File: src/hw/rtl/sftb_pkg.sv
// ---------------------------------------------------------------------------
// sftb_pkg
// Shared types and constants for the scrolling flame texture blend core.
// ---------------------------------------------------------------------------
package sftb_pkg;

    localparam int TEX_WIDTH     = 32;
    localparam int TEX_HEIGHT    = 64;
    localparam int SCALED_HEIGHT = 128;

    localparam int COL_W   = $clog2(TEX_WIDTH);
    localparam int LROW_W  = $clog2(TEX_HEIGHT);
    localparam int UROW_W  = $clog2(SCALED_HEIGHT);
    localparam int ROW_W   = 7;
    localparam int PIX_W   = 8;
    localparam int MASK_AW = LROW_W + COL_W;
    localparam int SCAL_AW = UROW_W + COL_W;

    localparam int CFG_IDX_W  = 1;
    localparam int CFG_DATA_W = 7;
    localparam logic [CFG_IDX_W-1:0] REG_LOWER_SPEED = 1'b0;
    localparam logic [CFG_IDX_W-1:0] REG_UPPER_SPEED = 1'b1;

    localparam logic [LROW_W-1:0] LOWER_SPEED_RESET  = LROW_W'(2);
    localparam logic [UROW_W-1:0] UPPER_SPEED_RESET  = UROW_W'(4);
    localparam logic [UROW_W-1:0] UPPER_OFFSET_RESET = UROW_W'(48 % SCALED_HEIGHT);

    localparam logic [PIX_W-1:0]   PIX_MAX     = 8'd255;
    localparam logic [2*PIX_W-1:0] SCREEN_BIAS = 16'd65280;

    localparam int Q_DEPTH    = 4;
    localparam int Q_PTR_W    = $clog2(Q_DEPTH);
    localparam int Q_CNT_W    = $clog2(Q_DEPTH + 1);
    localparam int OUT_DEPTH  = 8;
    localparam int OUT_PTR_W  = $clog2(OUT_DEPTH);
    localparam int OUT_CNT_W  = $clog2(OUT_DEPTH + 1);

    typedef enum logic [1:0] {
        OP_LOAD_MASK   = 2'd0,
        OP_LOAD_SCALED = 2'd1,
        OP_COMPUTE     = 2'd2,
        OP_ADVANCE     = 2'd3
    } opcode_t;

    typedef enum logic [1:0] {
        K_LOAD_MASK   = 2'd0,
        K_LOAD_SCALED = 2'd1,
        K_COMPUTE     = 2'd2
    } kind_t;

    typedef struct packed {
        kind_t               kind;
        logic [MASK_AW-1:0]  mask_addr;
        logic [SCAL_AW-1:0]  scaled_addr;
        logic [PIX_W-1:0]    value;
        logic [LROW_W-1:0]   row;
        logic [COL_W-1:0]    col;
    } cmd_t;

    // screen(a, b) = (65280 - (255 - a) * (255 - b)) >> 8
    function automatic logic [PIX_W-1:0] screen_blend(input logic [PIX_W-1:0] a,
                                                      input logic [PIX_W-1:0] b);
        logic [2*PIX_W-1:0] inv_a;
        logic [2*PIX_W-1:0] inv_b;
        logic [2*PIX_W-1:0] prod;
        logic [2*PIX_W-1:0] diff;
        inv_a = (2*PIX_W)'(PIX_MAX - a);
        inv_b = (2*PIX_W)'(PIX_MAX - b);
        prod  = inv_a * inv_b;
        diff  = SCREEN_BIAS - prod;
        return diff[2*PIX_W-1:PIX_W];
    endfunction

endpackage

File: src/hw/rtl/sftb_queue.sv
// ---------------------------------------------------------------------------
// sftb_queue
// Short command queue between the front and back parts.
// ---------------------------------------------------------------------------
module sftb_queue
    import sftb_pkg::*;
(
    input  logic clk,
    input  logic rst_n,
    input  logic wr_en,
    input  cmd_t wr_data,
    output logic full,
    input  logic rd_en,
    output cmd_t rd_data,
    output logic empty
);

    cmd_t               mem_reg [Q_DEPTH];
    logic [Q_PTR_W-1:0] wr_ptr_reg, wr_ptr_next;
    logic [Q_PTR_W-1:0] rd_ptr_reg, rd_ptr_next;
    logic [Q_CNT_W-1:0] count_reg, count_next;
    logic               do_wr;
    logic               do_rd;

    assign full    = count_reg == Q_CNT_W'(Q_DEPTH);
    assign empty   = count_reg == '0;
    assign do_wr   = wr_en && !full;
    assign do_rd   = rd_en && !empty;
    assign rd_data = mem_reg[rd_ptr_reg];

    always_comb
    begin
        wr_ptr_next = wr_ptr_reg;
        rd_ptr_next = rd_ptr_reg;
        count_next  = count_reg;
        if (do_wr)
            wr_ptr_next = (wr_ptr_reg == Q_PTR_W'(Q_DEPTH - 1)) ? '0 : wr_ptr_reg + 1'b1;
        if (do_rd)
            rd_ptr_next = (rd_ptr_reg == Q_PTR_W'(Q_DEPTH - 1)) ? '0 : rd_ptr_reg + 1'b1;
        if (do_wr && !do_rd)
            count_next = count_reg + 1'b1;
        else if (do_rd && !do_wr)
            count_next = count_reg - 1'b1;
    end

    always_ff @(posedge clk or negedge rst_n)
    begin
        if (!rst_n)
        begin
            wr_ptr_reg <= '0;
            rd_ptr_reg <= '0;
            count_reg  <= '0;
        end
        else
        begin
            wr_ptr_reg <= wr_ptr_next;
            rd_ptr_reg <= rd_ptr_next;
            count_reg  <= count_next;
        end
    end

    always_ff @(posedge clk)
    begin
        if (do_wr)
            mem_reg[wr_ptr_reg] <= wr_data;
    end

    a_count_bound: assert property (@(posedge clk) disable iff (!rst_n)
        count_reg <= Q_CNT_W'(Q_DEPTH))
        else $error("queue count overflow");

endmodule

File: config.mk
export PLATFORM = sky130hd
export DESIGN_NAME = sftb_queue
export DESIGN_NICKNAME = d
export VERILOG_FILES = /design/src/hw/rtl/sftb_pkg.sv /design/src/hw/rtl/sftb_queue.sv
export SDC_FILE = /design/constraint.sdc
export NUM_CORES = 1
export LEC_CHECK = 0
export BUFFER_PORTS_ARGS = -buffer_cell sky130_fd_sc_hd__buf_4
export CAP_MARGIN = 20
export CORE_ASPECT_RATIO = 0.9
export CORE_MARGIN = 3
export CORE_UTILIZATION = 57
export CTS_CLUSTER_DIAMETER = 30
export DETAILED_ROUTE_END_ITERATION = 16
export PLACE_DENSITY = 0.79
export RECOVER_POWER = 25
export SYNTH_ARGS = -nofsm -noshare
export SYNTH_HDL_FRONTEND = slang
export SYNTH_SLANG_ARGS = --single-unit
File: constraint.sdc
create_clock -name clk -period 2.6 [get_ports clk]
set_clock_uncertainty 0.05 [all_clocks]
set_input_delay 0 -clock clk [delete_from_list [all_inputs] [get_ports clk]]
set_output_delay 0 -clock clk [all_outputs]
set_load 0.02 [all_outputs]
==> results.sh <==
export IMPL_arrival_ns=2.23
export IMPL_cts_resized=0
export IMPL_cts_htree_levels=4
export IMPL_yosys_area_top_type="edfxtp_1"
export IMPL_syn_to_final_growth_pct=26.6
export IMPL_outcome="complete, no violations"
export IMPL_gp_congestion=0.689
export IMPL_die_area_sq_um=13300
export IMPL_max_slew_margin_pct=58.9
export IMPL_drt_first_pass_iters=4
export IMPL_clockPowerShare_pct=22.4
export IMPL_routedWlPerCell_um=19.9
export IMPL_num_vias=3236
export IMPL_fin_util_pct=74.5
export IMPL_powerDensity_nw_per_um2=1120
export IMPL_cts_root_buf="clkbuf_16"
export IMPL_diodes=0
export IMPL_rsz0062_at_grt="no"
export IMPL_r2r_end="count_reg[2]"
export IMPL_internal_power_mw=6.68
export IMPL_fmax_ghz=0.438
export IMPL_critPathMaxFanout=24
export IMPL_synth_cells=267
export IMPL_critPathLaunchType="flip-flop"
export IMPL_p_sw_share_pct=30.6
export IMPL_synth_area_leaders="edfxtp_1 78%, mux4_2 15%, dfrtp_1 2.6%"
export IMPL_first_global_vias=3557
export IMPL_initial_core_util_pct=58.9
export IMPL_nNetsFinal=481
export IMPL_synth_yosys_warnings=0
export IMPL_ys_ff_latch=183
export IMPL_cp_required_ns=2.55
export IMPL_fp_coreArea_sq_um=11500
export IMPL_p_switching_mw=2.95
export IMPL_period_needed_ns=2.28
export IMPL_cts_path_max_buffers=2
export IMPL_syn_num_nets=322
export IMPL_ioPinCount=94
export IMPL_grt_max_degree=28
export IMPL_fp_dieW_um=121
export IMPL_drt_initial_drc_count=192
export IMPL_hp_class="input pin to flip-flop"
export IMPL_clkTransAtPathRegs_ns=0.06
export IMPL_antenna_found_initial=0
export IMPL_clk_latency_ns=0.41
export IMPL_tns_ns=0
export IMPL_cts_tree="done"
export IMPL_cp_end_kind="output port"
export IMPL_hold_path_end="wr_ptr_reg[0]"
export IMPL_setup_violations=0
export IMPL_syn_area_sq_um=6790
export IMPL_finalCritPeriodShare_pct=87.8
export IMPL_tightest_slew_ns=0.616
export IMPL_comb_power_share_pct=33.5
export IMPL_seq_area_sq_um=5470
export IMPL_vias_per_cell=5.44
export IMPL_leakagePower_nw=2.96
export IMPL_holdPathStages=4
export IMPL_hpwl_um=7020
export IMPL_synth_cell_types=20
export IMPL_cts_sinks=183
export IMPL_port_buffers=93
export IMPL_worstSetupPathType="flip-flop to output port"
export IMPL_fill_cells=656
export IMPL_wl_um=11800
export IMPL_min_delay_start="wr_en"
export IMPL_seqPwrFrac_pct=44.2
export IMPL_slew_viol_final=0
export IMPL_drcViolationCount=0
export IMPL_reg2regPathDepth=7
export IMPL_die_height_um=110
export IMPL_drive_gt1_share_pct=36.0
export IMPL_regToRegSetupSlack_ns=0.43
export IMPL_numCtsBuffers=17
export IMPL_critPathLaunch="rd_ptr_reg[0]"
export IMPL_rows=37
export IMPL_grt_usage_pct=19.6
export IMPL_cap_violations=0
export IMPL_overflow=0
export IMPL_grt_pass1_wl_um=18900
export IMPL_peakVddDrop_uv=738
export IMPL_synth_seq_area_share_pct=80.4
export IMPL_largest_reg_flops=176
export IMPL_multi_input_area_sq_um=1250
export IMPL_drtAntennaViolNets=0
export IMPL_hold_violations=0
export IMPL_r2r_start="count_reg[0]"
export IMPL_synth_top_area_share_pct=77.8
export IMPL_syn_area_per_cell_sq_um=25.4
worst max-delay path by stage:
stage | end | slack [ns] | cells after the start
after floorplan | mem_reg[0][0] | 0.18 | 4
after global placement | count_reg[2] | 0.55 | 7
after detailed placement | count_reg[2] | 0.44 | 7
after CTS | rd_data[14] | 0.25 | 3
after global routing | rd_data[14] | 0.17 | 3
final | rd_data[20] | 0.32 | 3
Yosys cell counts:
| cell type | n |
|---|---|
| a21o_1 | 1 |
| and2_1 | 4 |
| buf_2 | 6 |
| buf_4 | 4 |
| buf_6 | 1 |
| dfrtp_1 | 7 |
| edfxtp_1 | 176 |
| fa_1 | 1 |
| ha_1 | 6 |
| inv_1 | 3 |
| mux2_2 | 2 |
| mux2_4 | 2 |
| mux4_2 | 44 |
| nor2_1 | 2 |
| nor2b_1 | 1 |
| nor3_1 | 2 |
| nor3b_2 | 1 |
| o31ai_2 | 1 |
| xnor2_1 | 1 |
| xor2_1 | 2 |
critical path: stages, from the launching register on:
cell and delay, ns:
dfrtp_4 0.75, buf_12 0.29, mux4_2 0.57, buf_4 0.18
power groups by stage:
stage | Sequential [mW] | Combinational [mW] | Clock (mW)
2_1_floorplan | 4.10 | 2.18 | 0
3_3_place_gp | 4.29 | 3.19 | 0
3_5_place_dp | 4.34 | 3.23 | 0
4_1_cts | 4.28 | 3.30 | 2.20
5_1_grt | 4.34 | 3.45 | 2.33
6_report | 4.26 | 3.22 | 2.16
cells in the final DEF (no fill, tap or decap), types with 2 or more instances in the layout:
| master | count |
|---|---|
| mux2_4 | 2 |
| dlygate4sd3_1 | 47 |
| buf_12 | 2 |
| mux2_2 | 2 |
| clkbuf_16 | 17 |
| and2_2 | 4 |
| buf_4 | 74 |
| inv_1 | 3 |
| clkbuf_1 | 31 |
| ha_1 | 6 |
| nor2_1 | 2 |
| dfrtp_1 | 5 |
| mux4_2 | 44 |
| clkinv_1 | 3 |
| edfxtp_1 | 176 |
| xor2_1 | 2 |
| nor3_1 | 2 |
| clkinv_2 | 7 |
through the flow:
step	hold WS (ns)	cells	area (sq um)	setup WS, ns	power, mW
after floorplan	-0.346	267	6790	0.180	6.28
after global routing	0.0838	595	8590	0.175	10.1
final	0.0878	595	8590	0.317	9.64
after global placement	-0.233	516	7730	0.547	7.47
after CTS	0.0709	595	8700	0.253	9.78
after detailed placement	-0.233	516	7730	0.441	7.57
layout make-up:
type,instances,share of cell area (%)
clock buffers,20,5.08
flip-flops and latches,183,63.6
inverters,3,0.131
well taps,156,2.27
multi-input cells,70,14.6
clock inverters,12,0.728
repair buffers,151,13.6
timing repair:
item                      CTS  global route
hold endpoints to repair  185             0
buffers inserted            0             0
hold buffers               47             0
metal layers:
| metal | vias up | global-route usage (%) | part of all wire, % |
|---|---|---|---|
| li1 | 1442 | - | - |
| met1 | 1669 | 26.2 | 44 |
| met2 | 116 | 32.2 | 50 |
| met3 | 9 | 5.50 | 5.3 |
| met4 | 0 | 5.66 | 0.71 |
| met5 | - | 0 | 0 |
logic make-up after synthesis:
family / synth area share [%]
AOI/OAI and AO/OA: 0.295
xor gates and xnor gates: 0.387
adders and majority gates: 1.40
buffers and inverters: 1.22
DFF: 80.4
muxes: 15.4
and+or+nand+nor: 0.903
(Power assumes the default switching activity.)
