===== src/hw/rtl/sftb_pkg.sv =====
// ---------------------------------------------------------------------------
// sftb_pkg
// Shared types and constants for the scrolling flame texture blend core.
// ---------------------------------------------------------------------------
package sftb_pkg;

    localparam int TEX_WIDTH     = 32;
    localparam int TEX_HEIGHT    = 64;
    localparam int SCALED_HEIGHT = 128;

    localparam int COL_W   = $clog2(TEX_WIDTH);
    localparam int LROW_W  = $clog2(TEX_HEIGHT);
    localparam int UROW_W  = $clog2(SCALED_HEIGHT);
    localparam int ROW_W   = 7;
    localparam int PIX_W   = 8;
    localparam int MASK_AW = LROW_W + COL_W;
    localparam int SCAL_AW = UROW_W + COL_W;

    localparam int CFG_IDX_W  = 1;
    localparam int CFG_DATA_W = 7;
    localparam logic [CFG_IDX_W-1:0] REG_LOWER_SPEED = 1'b0;
    localparam logic [CFG_IDX_W-1:0] REG_UPPER_SPEED = 1'b1;

    localparam logic [LROW_W-1:0] LOWER_SPEED_RESET  = LROW_W'(2);
    localparam logic [UROW_W-1:0] UPPER_SPEED_RESET  = UROW_W'(4);
    localparam logic [UROW_W-1:0] UPPER_OFFSET_RESET = UROW_W'(48 % SCALED_HEIGHT);

    localparam logic [PIX_W-1:0]   PIX_MAX     = 8'd255;
    localparam logic [2*PIX_W-1:0] SCREEN_BIAS = 16'd65280;

    localparam int Q_DEPTH    = 4;
    localparam int Q_PTR_W    = $clog2(Q_DEPTH);
    localparam int Q_CNT_W    = $clog2(Q_DEPTH + 1);
    localparam int OUT_DEPTH  = 8;
    localparam int OUT_PTR_W  = $clog2(OUT_DEPTH);
    localparam int OUT_CNT_W  = $clog2(OUT_DEPTH + 1);

    typedef enum logic [1:0] {
        OP_LOAD_MASK   = 2'd0,
        OP_LOAD_SCALED = 2'd1,
        OP_COMPUTE     = 2'd2,
        OP_ADVANCE     = 2'd3
    } opcode_t;

    typedef enum logic [1:0] {
        K_LOAD_MASK   = 2'd0,
        K_LOAD_SCALED = 2'd1,
        K_COMPUTE     = 2'd2
    } kind_t;

    typedef struct packed {
        kind_t               kind;
        logic [MASK_AW-1:0]  mask_addr;
        logic [SCAL_AW-1:0]  scaled_addr;
        logic [PIX_W-1:0]    value;
        logic [LROW_W-1:0]   row;
        logic [COL_W-1:0]    col;
    } cmd_t;

    // screen(a, b) = (65280 - (255 - a) * (255 - b)) >> 8
    function automatic logic [PIX_W-1:0] screen_blend(input logic [PIX_W-1:0] a,
                                                      input logic [PIX_W-1:0] b);
        logic [2*PIX_W-1:0] inv_a;
        logic [2*PIX_W-1:0] inv_b;
        logic [2*PIX_W-1:0] prod;
        logic [2*PIX_W-1:0] diff;
        inv_a = (2*PIX_W)'(PIX_MAX - a);
        inv_b = (2*PIX_W)'(PIX_MAX - b);
        prod  = inv_a * inv_b;
        diff  = SCREEN_BIAS - prod;
        return diff[2*PIX_W-1:PIX_W];
    endfunction

endpackage


===== src/hw/rtl/sftb_front.sv =====
// ---------------------------------------------------------------------------
// sftb_front
// Accepts input beats, holds scroll speeds and offsets, resolves mask
// addresses and forwards loads and computes to the command queue.
// ---------------------------------------------------------------------------
module sftb_front
    import sftb_pkg::*;
(
    input  logic                  clk,
    input  logic                  rst_n,
    input  logic                  push,
    input  logic                  full,
    input  logic [1:0]            opcode,
    input  logic [ROW_W-1:0]      row,
    input  logic [COL_W-1:0]      col,
    input  logic [PIX_W-1:0]      value,
    input  logic                  cfg_we,
    input  logic [CFG_IDX_W-1:0]  cfg_index,
    input  logic [CFG_DATA_W-1:0] cfg_data,
    output logic                  cmd_valid,
    output cmd_t                  cmd
);

    logic [LROW_W-1:0] lower_speed_reg, lower_speed_next;
    logic [UROW_W-1:0] upper_speed_reg, upper_speed_next;
    logic [LROW_W-1:0] lower_off_reg, lower_off_next;
    logic [UROW_W-1:0] upper_off_reg, upper_off_next;

    logic              accept;
    logic              col_ok;
    logic              row_ok_mask;
    logic              row_ok_scaled;
    logic [LROW_W:0]   lrow_sum;
    logic [UROW_W:0]   urow_sum;
    logic [LROW_W-1:0] lrow;
    logic [UROW_W-1:0] urow;
    logic [LROW_W:0]   ladv_sum;
    logic [UROW_W:0]   uadv_sum;

    assign accept        = push && !full;
    assign col_ok        = {1'b0, col} < (COL_W+1)'(TEX_WIDTH);
    assign row_ok_mask   = {1'b0, row} < (ROW_W+1)'(TEX_HEIGHT);
    assign row_ok_scaled = {1'b0, row} < (ROW_W+1)'(SCALED_HEIGHT);

    // sums stay below twice the height, so one subtract wraps them
    always_comb
    begin
        lrow_sum = {1'b0, row[LROW_W-1:0]} + {1'b0, lower_off_reg};
        if (lrow_sum >= (LROW_W+1)'(TEX_HEIGHT))
            lrow_sum = lrow_sum - (LROW_W+1)'(TEX_HEIGHT);
        lrow = lrow_sum[LROW_W-1:0];

        urow_sum = (UROW_W+1)'(row[LROW_W-1:0]) + {1'b0, upper_off_reg};
        if (urow_sum >= (UROW_W+1)'(SCALED_HEIGHT))
            urow_sum = urow_sum - (UROW_W+1)'(SCALED_HEIGHT);
        urow = urow_sum[UROW_W-1:0];

        ladv_sum = {1'b0, lower_off_reg} + {1'b0, lower_speed_reg};
        if (ladv_sum >= (LROW_W+1)'(TEX_HEIGHT))
            ladv_sum = ladv_sum - (LROW_W+1)'(TEX_HEIGHT);

        uadv_sum = {1'b0, upper_off_reg} + {1'b0, upper_speed_reg};
        if (uadv_sum >= (UROW_W+1)'(SCALED_HEIGHT))
            uadv_sum = uadv_sum - (UROW_W+1)'(SCALED_HEIGHT);
    end

    always_comb
    begin
        cmd_valid        = 1'b0;
        cmd.kind         = K_COMPUTE;
        cmd.mask_addr    = {lrow, col};
        cmd.scaled_addr  = {urow, col};
        cmd.value        = value;
        cmd.row          = row[LROW_W-1:0];
        cmd.col          = col;
        lower_off_next   = lower_off_reg;
        upper_off_next   = upper_off_reg;
        unique case (opcode_t'(opcode))
            OP_LOAD_MASK:
            begin
                cmd.kind      = K_LOAD_MASK;
                cmd.mask_addr = {row[LROW_W-1:0], col};
                cmd_valid     = accept && row_ok_mask && col_ok;
            end
            OP_LOAD_SCALED:
            begin
                cmd.kind        = K_LOAD_SCALED;
                cmd.scaled_addr = {row[UROW_W-1:0], col};
                cmd_valid       = accept && row_ok_scaled && col_ok;
            end
            OP_COMPUTE:
            begin
                cmd_valid = accept && row_ok_mask && col_ok;
            end
            OP_ADVANCE:
            begin
                if (accept)
                begin
                    lower_off_next = ladv_sum[LROW_W-1:0];
                    upper_off_next = uadv_sum[UROW_W-1:0];
                end
            end
        endcase
    end

    always_comb
    begin
        lower_speed_next = lower_speed_reg;
        upper_speed_next = upper_speed_reg;
        if (cfg_we)
        begin
            if (cfg_index == REG_LOWER_SPEED)
                lower_speed_next = cfg_data[LROW_W-1:0];
            else if (cfg_index == REG_UPPER_SPEED)
                upper_speed_next = cfg_data[UROW_W-1:0];
        end
    end

    always_ff @(posedge clk or negedge rst_n)
    begin
        if (!rst_n)
        begin
            lower_speed_reg <= LOWER_SPEED_RESET;
            upper_speed_reg <= UPPER_SPEED_RESET;
            lower_off_reg   <= '0;
            upper_off_reg   <= UPPER_OFFSET_RESET;
        end
        else
        begin
            lower_speed_reg <= lower_speed_next;
            upper_speed_reg <= upper_speed_next;
            lower_off_reg   <= lower_off_next;
            upper_off_reg   <= upper_off_next;
        end
    end

    a_lower_off_range: assert property (@(posedge clk) disable iff (!rst_n)
        (LROW_W+1)'(lower_off_reg) < (LROW_W+1)'(TEX_HEIGHT))
        else $error("lower offset out of range");

    a_upper_off_range: assert property (@(posedge clk) disable iff (!rst_n)
        (UROW_W+1)'(upper_off_reg) < (UROW_W+1)'(SCALED_HEIGHT))
        else $error("upper offset out of range");

endmodule


===== config.mk =====
export PLATFORM = sky130hd
export DESIGN_NAME = sftb_front
export DESIGN_NICKNAME = d
export VERILOG_FILES = /design/src/hw/rtl/sftb_pkg.sv /design/src/hw/rtl/sftb_front.sv
export SDC_FILE = /design/constraint.sdc
export NUM_CORES = 1
export LEC_CHECK = 0
export BUFFER_PORTS_ARGS = -buffer_cell sky130_fd_sc_hd__buf_2
export CAP_MARGIN = 10
export CORE_ASPECT_RATIO = 1.2
export CORE_MARGIN = 2
export CORE_UTILIZATION = 46
export DETAILED_ROUTE_END_ITERATION = 7
export PLACE_DENSITY = 0.79
export SYNTH_ARGS = -nofsm -noshare
export SYNTH_HDL_FRONTEND = slang
export SYNTH_SLANG_ARGS = --single-unit

===== constraint.sdc =====
create_clock -name clk -period 3.17 [get_ports clk]
set_clock_uncertainty 0.1 [all_clocks]
set_input_delay 0.634 -clock clk [delete_from_list [all_inputs] [get_ports clk]]
set_output_delay 0.634 -clock clk [all_outputs]
set_load 0.05 [all_outputs]

==> results.cfg, run 1 <==
[placed_design]
gp_congestion = 0.869
hpwl_mm = 3.43
dpl-instance-area_um2 = 2300
post-place-ws_ps = 29.5
port_buffers = 43

[global_route]
overflow = 0
grt_pass1_vias = 1493
antenna_found_initial = 0
grt_pass1_wl_mm = 6.73
grt_max_degree = 27
grtUsageTotal_pct = 16.2

[timing]
whs_ps = 252
finalHoldViolCount = 0
slew_violations = 0
period_share_pct = 96.0
max_freq_mhz = 329
setup_viol = 0
worstMarginPinSlew_ps = 586
fin_ws_ps = 126
slew_headroom_pct = 61.0
period_minus_slack_ps = 3040
rsz0062_at_grt = false

[critical_path]
worstPathRequired_ps = 2440
endpoint = cmd[30]
criticalPathCategory = input port to primary output
endpoint_kind = primary output
startpoint = row[0]
r2r_setup_slack_ps = 1280
cp-start-kind = input port
r2r-start = upper_speed_reg[0]
r2r_end = upper_off_reg[6]
crit_arrival_ps = 2310
r2r_cells = 6
cp_max_fo = 2

[synth]
synthFlopType = dfrtp_1
yosys.area.top_type = dfrtp_1
yosys_register_bits = 26
syn_area_per_cell_um2 = 9.43
synth.net_count = 300
synth_edf_count = 0
syn_inst = 239
synthTopCellsByArea = dfrtp_1, ha_1, buf_4, mux2_2, dfstp_2
synth_cell_types = 43
yosysSeqAreaShare_pct = 29.1
netlist_area_um2 = 2250
ys_async_sr_fraction_pct = 100
synth_top_area_share_pct = 24.4
yosys_warnings = 0

[routing]
routed_wirelength_mm = 4.16
drcViolationCount = 0
wl_per_cell_um = 13.4
first_pass_iters = 4
num_vias = 1625
initialDrtViolationCount = 53
drtAntennaViolNets = 0
via_per_inst = 5.23

[layout]
final_util_pct = 50.7
syn_to_final_growth_pct = 4.94
drive_above_1_share_pct = 30.0
diodes = 0
fin_area_um2 = 2360
fin_nets = 315

[power_and_ir_drop]
finalPower_mw = 2.27
p_leak_nw = 1.15
power_density_nw_per_um2 = 962
ir_drop_v = 0.000296

[clocking]
cts_buffer_depth = 2
cts_setup_buffers = 0
cts_made_buffers = 3
cts_tree = done
clockRootBuffer = clkbuf_8
clkTransAtPathRegs_ps = 90
cts.htree.levels = 1
cts.sinks = 26
clk_latency_ps = 270

[die]
coreArea_um2 = 4660
initial_core_util_pct = 48.3
dieArea_um2 = 5480
num_io_pins = 80
row_count = 27
die_x_um = 67.9
fp.dieH_um = 80.7

[min_path]
hp-class = input port to asynchronous set/reset pin

[outcome]
status = finished clean

[run]
maxCapViolations = 0
[cell usage in the layout, fill, tap and decap left out, types with 2 or more instances in the layout]
master,count
a21o_1,6
dfrtp_1,22
nor2_1,7
buf_4,2
a31oi_1,2
o21ai_1,3
mux2i_1,2
dfstp_2,4
mux2_2,16
a211oi_1,5
a21oi_1,14
nand2b_1,3
nor3_1,2
buf_2,42
xor2_1,10
fa_1,3
nand2_1,26
inv_1,12
o21ai_0,16
clkbuf_8,4
nand3b_1,2
o31ai_1,3
ha_1,22
xnor2_1,5
[logic make-up (layout without fill, tap and decap cells)]
group,Yosys count,in the layout,synth area share [%]
buffers and inverters,48,62,13.5
xor gates and xnor gates,15,15,5.83
muxes,18,18,8.88
and+or+nand+nor,52,52,12.4
DFF,26,26,29.1
AOI/OAI and AO/OA,54,54,14.4
adders and majority gates,26,26,15.8
[stage by stage]
stage	TNS, ps	instances
6_report	0	311
4_1_cts	0	311
3_5_place_dp	0	307
2_1_floorplan	-545	239
5_1_grt	0	311
3_3_place_gp	0	307
[synthesized netlist by cell type, types with 4 or more instances]
cell type,count
nand2_1,26
nor2_1,7
dfstp_2,4
o21ai_0,19
buf_4,29
a21o_1,6
ha_1,22
xor2_1,10
fa_1,4
dfrtp_1,22
mux2_2,16
a211oi_1,5
inv_1,12
a21oi_1,14
xnor2_1,5
[critical path, cell delays in order]
cell and delay (ps):
buf_2 110, ha_1 220, fa_2 360, a21o_1 180, a31o_1 210, a21oi_1 170, xor2_1 80, o21ai_1 170
buf_6 180
[metal layers]
metal  track usage [%]  up-vias  wire length, um
met2              28.5       52             1910
met5                 0        -                0
li1                  -      837                -
met4              6.80        0              100
met3              2.10       15              273
met1              19.5      721             1880
[where the power goes]
| part | switching, mW | internal (mW) | total (mW) |
|---|---|---|---|
| logic | 0.941 | 0.559 | 1.50 |
| registers | 0.110 | 0.450 | 0.560 |
| clock network | 0.103 | 0.111 | 0.214 |
| total | 1.16 | 1.12 | 2.27 |
[timing repair]
action / in CTS / in global routing
setup endpoints to repair: 0 / 1
gates resized for setup: 0 / 4
endpoints found under the hold margin: 0 / 0
hold buffers: 0 / 0
[worst min-delay path by stage]
stage               cells past startpoint  slack (ps)                  to
finish                                  1         250  upper_speed_reg[0]
detailed placement                      1         380    upper_off_reg[6]
floorplan                               0         240    lower_off_reg[0]
CTS                                     1         270  upper_speed_reg[0]
global placement                        1         380    upper_off_reg[6]
global route                            1         290  upper_speed_reg[0]
[cell type report]
cell class | count | area, um2
Multi-Input combinational cell | 165 | 1300
Sequential cell | 26 | 656
Tap cell | 58 | 72.6
Clock buffer | 4 | 55.1
Fill cell | 424 | 2300
Inverter | 13 | 48.8
Timing Repair Buffer | 45 | 236
No activity file was read; power rests on OpenSTA's default activity.
==> inputs of run 2 (changes only) <==
--- a/config.mk
+++ b/config.mk
@@ -11,7 +11,8 @@
 export CORE_MARGIN = 2
 export CORE_UTILIZATION = 46
 export DETAILED_ROUTE_END_ITERATION = 7
-export PLACE_DENSITY = 0.79
+export PLACE_DENSITY = 0.82
+export SLEW_MARGIN = 10
 export SYNTH_ARGS = -nofsm -noshare
 export SYNTH_HDL_FRONTEND = slang
 export SYNTH_SLANG_ARGS = --single-unit
==> constraint.sdc (replaced) <==
create_clock -name clk -period 2.6 [get_ports clk]
set_clock_uncertainty 0.1 [all_clocks]
set_input_delay 0.52 -clock clk [delete_from_list [all_inputs] [get_ports clk]]
set_output_delay 0.52 -clock clk [all_outputs]
set_load 0.05 [all_outputs]
==> run 2 against run 1 <==
  * The flow now finishes with violations (negative setup slack)
  * Clock-buffer cell count stayed put
  * Setup slack worse by 310 ps
  * Power is 43% higher
  * Largest cell class unchanged
==> results.cfg, run 2 (same netlist as run 1, synthesis figures left out) <==
[global_route]
overflow = 0
grt_pass1_wl_mm = 7.59
antenna_found_initial = 0
grt_max_degree = 27
grtUsageTotal_pct = 18.3
grt_pass1_vias = 1714

[routing]
initialDrtViolationCount = 63
via_per_inst = 5.31
first_pass_iters = 4
drtAntennaViolNets = 0
num_vias = 1795
drcViolationCount = 0
wl_per_cell_um = 14.2
routed_wirelength_mm = 4.79

[clocking]
cts_buffer_depth = 2
cts_made_buffers = 3
clkTransAtPathRegs_ps = 90
clockRootBuffer = clkbuf_8
cts_tree = done
clk_latency_ps = 270
cts.htree.levels = 1
cts.sinks = 26

[layout]
regArea_um2 = 657
fillCellCount = 394
drive_above_1_share_pct = 46.1
final_cell_mix = buf_2, buf_4, nand2_1
diodes = 0
multiInputGateArea_um2 = 1460
fin_nets = 342
mostFrequentLayoutCell = buf_2
final_util_pct = 59.3
layoutNonFillerInstCount = 338
fin_area_um2 = 2760
syn_to_final_growth_pct = 22.7

[power_and_ir_drop]
p_sw_mw = 1.58
p_leak_nw = 1.30
power_density_nw_per_um2 = 1180
intPower_mw = 1.69
finalPower_mw = 3.26
power_frac_comb_pct = 71.6
switching_share_pct = 48.3
clockPowerShare_pct = 7.0
seqPwrFrac_pct = 21.4
ir_drop_v = 0.000386

[timing]
max_freq_mhz = 359
worstMarginPinSlew_ps = 569
slew_violations = 0
whs_ps = 137
setup_viol = 3
period_share_pct = 107
period_minus_slack_ps = 2790
slew_headroom_pct = 62.1
finalHoldViolCount = 0
setup_tns_ps = -239
rsz0062_at_grt = true
fin_ws_ps = -189

[placed_design]
gp_congestion = 0.838
port_buffers = 43
post-place-ws_ps = -281
dpl-instance-area_um2 = 2480
dp_cells = 322
hpwl_mm = 3.65

[critical_path]
worstPathRequired_ps = 1980
crit_arrival_ps = 2170
cp-start-kind = register
criticalPathCategory = register to primary output
cp_max_fo = 2
endpoint_kind = primary output

[outcome]
status = finished with violations
violations = negative setup slack

[run]
maxCapViolations = 0

[die]
dieArea_um2 = 5480
fp.dieH_um = 80.7
die_x_um = 67.9
coreArea_um2 = 4660
num_io_pins = 80
row_count = 27
initial_core_util_pct = 48.3

[min_path]
hp-class = input port to asynchronous set/reset pin
run 2: changes by cell type in the layout (fill, tap and decap cells not counted), moves of 4 or more:
| cell | delta |
|---|---|
| a21oi_1 | -4 |
| a21oi_2 | +4 |
| buf_2 | -7 |
| buf_4 | +27 |
| buf_6 | +5 |
| ha_1 | -6 |
| ha_4 | +6 |
| o21ai_0 | -4 |
| o21ai_2 | +4 |
run 2: area by class of cell:
cell class / count / share of cell area, %
Sequential cell: 26 / 23.8
Tap cell: 58 / 2.63
Inverter: 13 / 1.86
Timing Repair Buffer: 72 / 17.5
Multi-Input combinational cell: 165 / 52.6
Clock buffer: 4 / 1.63
run 2: what timing repair did:
item / CTS / global route
hold buffers: 0 / 0
endpoints found under the setup margin: 6 / 8
pin swaps: 11 / 18
buffers inserted: 7 / 5
gates resized for setup: 23 / 14
run 2: power groups by stage:
| stage | Clock [mW] | Sequential [mW] | Combinational, mW |
|---|---|---|---|
| 2_1_floorplan | 0 | 0.650 | 1.68 |
| 3_3_place_gp | 0 | 0.687 | 1.93 |
| 3_5_place_dp | 0 | 0.700 | 1.99 |
| 4_1_cts | 0.236 | 0.702 | 2.23 |
| 5_1_grt | 0.253 | 0.718 | 2.57 |
| 6_report | 0.229 | 0.697 | 2.34 |
run 2: critical path, cell delays in order (launching register included):
cell and delay [ps]:
dfrtp_1 420, ha_4 180, fa_2 330, a21o_1 210
a31o_1 190, a21oi_2 160, xor2_2 190, o21ai_4 70
buf_6 150
run 2: path summary, 6_finish.rpt:
check                      slack, ps             start  cells past startpoint                 end
hold / removal                   140             rst_n                      1    lower_off_reg[1]
setup reg to reg                 470  upper_off_reg[0]                      8    upper_off_reg[6]
hold reg to reg                  400  upper_off_reg[4]                      2    upper_off_reg[4]
min in group clk                 380       cfg_data[1]                      3  lower_speed_reg[1]
setup / recovery                -190  upper_off_reg[0]                      8             cmd[30]
max in group asynchronous       1850             rst_n                      1    upper_off_reg[1]
run 2: metal layers:
metal,global-route usage [%],wire length (um)
met1,21.4,2010
met2,33.8,2490
met3,1.82,201
met4,6.20,88
met5,0,0
==> inputs of run 3 (changes only) <==
--- a/config.mk
+++ b/config.mk
@@ -5,14 +5,17 @@
 export SDC_FILE = /design/constraint.sdc
 export NUM_CORES = 1
 export LEC_CHECK = 0
+export ABC_AREA = 1
 export BUFFER_PORTS_ARGS = -buffer_cell sky130_fd_sc_hd__buf_2
 export CAP_MARGIN = 10
 export CORE_ASPECT_RATIO = 1.2
 export CORE_MARGIN = 2
 export CORE_UTILIZATION = 46
 export DETAILED_ROUTE_END_ITERATION = 7
-export PLACE_DENSITY = 0.82
+export PLACE_DENSITY = 0.81
+export SKIP_LAST_GASP = 1
 export SLEW_MARGIN = 10
 export SYNTH_ARGS = -nofsm -noshare
 export SYNTH_HDL_FRONTEND = slang
 export SYNTH_SLANG_ARGS = --single-unit
+export TNS_END_PERCENT = 1
==> run 3 against run 2 <==
  * The run now ends clean
  * Final cell count rose by 21%
  * Critical path depth fell by 1
  * Cell area fell by 8.2%
  * First-iteration DRC count rose by 11%
  * Largest cell class unchanged
  * Global-route usage fell by 1.3 points
==> results.cfg, run 3 <==
[critical_path]
slowest_delay_ps = 340
cp-start-kind = input port
crit_family = adder cells
endpoint_kind = primary output
criticalPathCategory = input port to primary output
worst-path-buf-inv = 2
crit_chain = buf_2 > ha_2 > fa_2 > or2_2 > nand3_1 > o21ai_0 > buf_2
crit_arrival_ps = 1870
r2r_setup_slack_ps = 770
worstPathRequired_ps = 1980
cp_common_cell = buf_2
cp_slowest_cell = fa_2
cp_max_fo = 4

[placed_design]
dpl-instance-area_um2 = 2430
post-place-ws_ps = -42.0
port_buffers = 43
dp_cells = 403
gp_congestion = 0.863
hpwl_mm = 3.73

[global_route]
grt_pass1_wl_mm = 7.93
grt_pass1_vias = 1871
grtUsageTotal_pct = 17.0
grt_max_degree = 27
overflow = 0
antenna_found_initial = 0

[clocking]
cts_made_buffers = 3
clkTransAtPathRegs_ps = 80
cts.sinks = 26
cts_buffer_depth = 2
cts_tree = done
cts.hold.buffers_added = 0
cts.htree.levels = 1
clk_latency_ps = 270
clockRootBuffer = clkbuf_8

[synth]
yosys.area.top_type = dfrtp_1
yosysSeqAreaShare_pct = 28.0
netlist_area_um2 = 2340
synth_top_area_share_pct = 23.5
synthFlopType = dfrtp_1
yosys_register_bits = 26
synth.net_count = 389
synth_edf_count = 0
yosys_warnings = 0
synth.most_common_cell = nand2_1
syn_inst = 328
ys_async_sr_fraction_pct = 100
syn_area_per_cell_um2 = 7.14
synth_cell_types = 29
synthTopCellsByCount = nand2_1, inv_1, buf_4
synthTopCellsByArea = dfrtp_1, nand2_1, ha_1, buf_4, inv_1

[timing]
worstMarginPinSlew_ps = 538
period_minus_slack_ps = 2490
setup_viol = 0
max_freq_mhz = 401
rsz0062_at_grt = true
slew_headroom_pct = 64.1
period_share_pct = 95.9
setup_tns_ps = 0
slew_violations = 0
fin_ws_ps = 107
finalHoldViolCount = 0

[layout]
drive_above_1_share_pct = 22.6
regArea_um2 = 656
mostFrequentLayoutCell = nand2_1
diodes = 0
final_cell_mix = nand2_1, inv_1, buf_2
fillCellCount = 481
fin_area_um2 = 2540
fin_nets = 411
syn_to_final_growth_pct = 8.39
final_util_pct = 51.7
multiInputGateArea_um2 = 1290
layoutNonFillerInstCount = 409

[die]
row_count = 28
die_x_um = 69.1
coreArea_um2 = 4900
num_io_pins = 80
dieArea_um2 = 5680
initial_core_util_pct = 47.7
fp.dieH_um = 82.1

[routing]
num_vias = 1994
via_per_inst = 4.88
drtAntennaViolNets = 0
wl_per_cell_um = 11.0
routed_wirelength_mm = 4.51
initialDrtViolationCount = 70
first_pass_iters = 4
drcViolationCount = 0

[power_and_ir_drop]
ir_drop_v = 0.000317
power_density_nw_per_um2 = 1060
p_leak_nw = 1.44

[min_path]
hp-class = input port to asynchronous set/reset pin

[outcome]
status = finished clean

[run]
maxCapViolations = 0
-- run 3: cell types whose count changed after synthesis, sizes merged, moves of 6 or more --
cell,previous run,this run
o21ai,19,25
nand2,26,105
mux2,16,1
xor2,10,1
inv,12,43
nand3,0,28
-- run 3: timing repair --
item,4_1_cts,5_1_grt
gates cloned,0,0
setup buffers,0,2
pin swaps,0,1
resized for setup,2,11
endpoints found under the setup margin,3,5
-- run 3: per-stage QoR --
| step | total power, mW | hold slack, ps |
|---|---|---|
| global placement | 2.31 | 375 |
| global route | 2.95 | 174 |
| finish | 2.68 | 119 |
| CTS | 2.64 | 141 |
| detailed placement | 2.36 | 382 |
| floorplan | 2.11 | 124 |
-- run 3: logic make-up (layout without fill, tap and decap cells) --
| logic type | Yosys count | after routing | share of synthesized area (%) |
|---|---|---|---|
| simple gates | 153 | 153 | 27.8 |
| buf+inv | 78 | 99 | 17.7 |
| compound gates | 40 | 40 | 9.30 |
| fa+ha+maj | 26 | 26 | 15.2 |
| flops | 26 | 26 | 28.0 |
| xor+xnor | 4 | 4 | 1.50 |
| mux | 1 | 1 | 0.481 |
-- run 3: path summary, 6_finish.rpt --
path                                   from            endpoint  cells past startpoint
setup reg to reg           upper_off_reg[0]    upper_off_reg[6]                      9
min in group clk                cfg_data[1]  lower_speed_reg[1]                      3
max in group asynchronous             rst_n    upper_off_reg[4]                      1
setup / recovery                     row[0]             cmd[26]                      7
hold reg to reg            upper_off_reg[5]    upper_off_reg[5]                      2
hold / removal                        rst_n  lower_speed_reg[3]                      1
-- run 3: layer usage --
metal | global-route usage (%) | part of all wire, %
met1 | 18.8 | 43
met2 | 32.9 | 50
met3 | 2.18 | 4.5
met4 | 7.65 | 2.9
met5 | 0 | 0
-- run 3: layout make-up --
cell class	instances	area share, %
multi-input cells	224	50.9
flip-flops and latches	26	25.8
repair buffers	52	11.7
inverters	43	6.36
well taps	60	2.96
clock buffers	4	2.17
-- run 3: power breakdown --
group,leakage (nW),switching [mW],internal [mW]
Clock,0.0288,0.120,0.135
Sequential,0.315,0.128,0.538
Combinational,1.09,1.11,0.644
Total,1.44,1.36,1.32
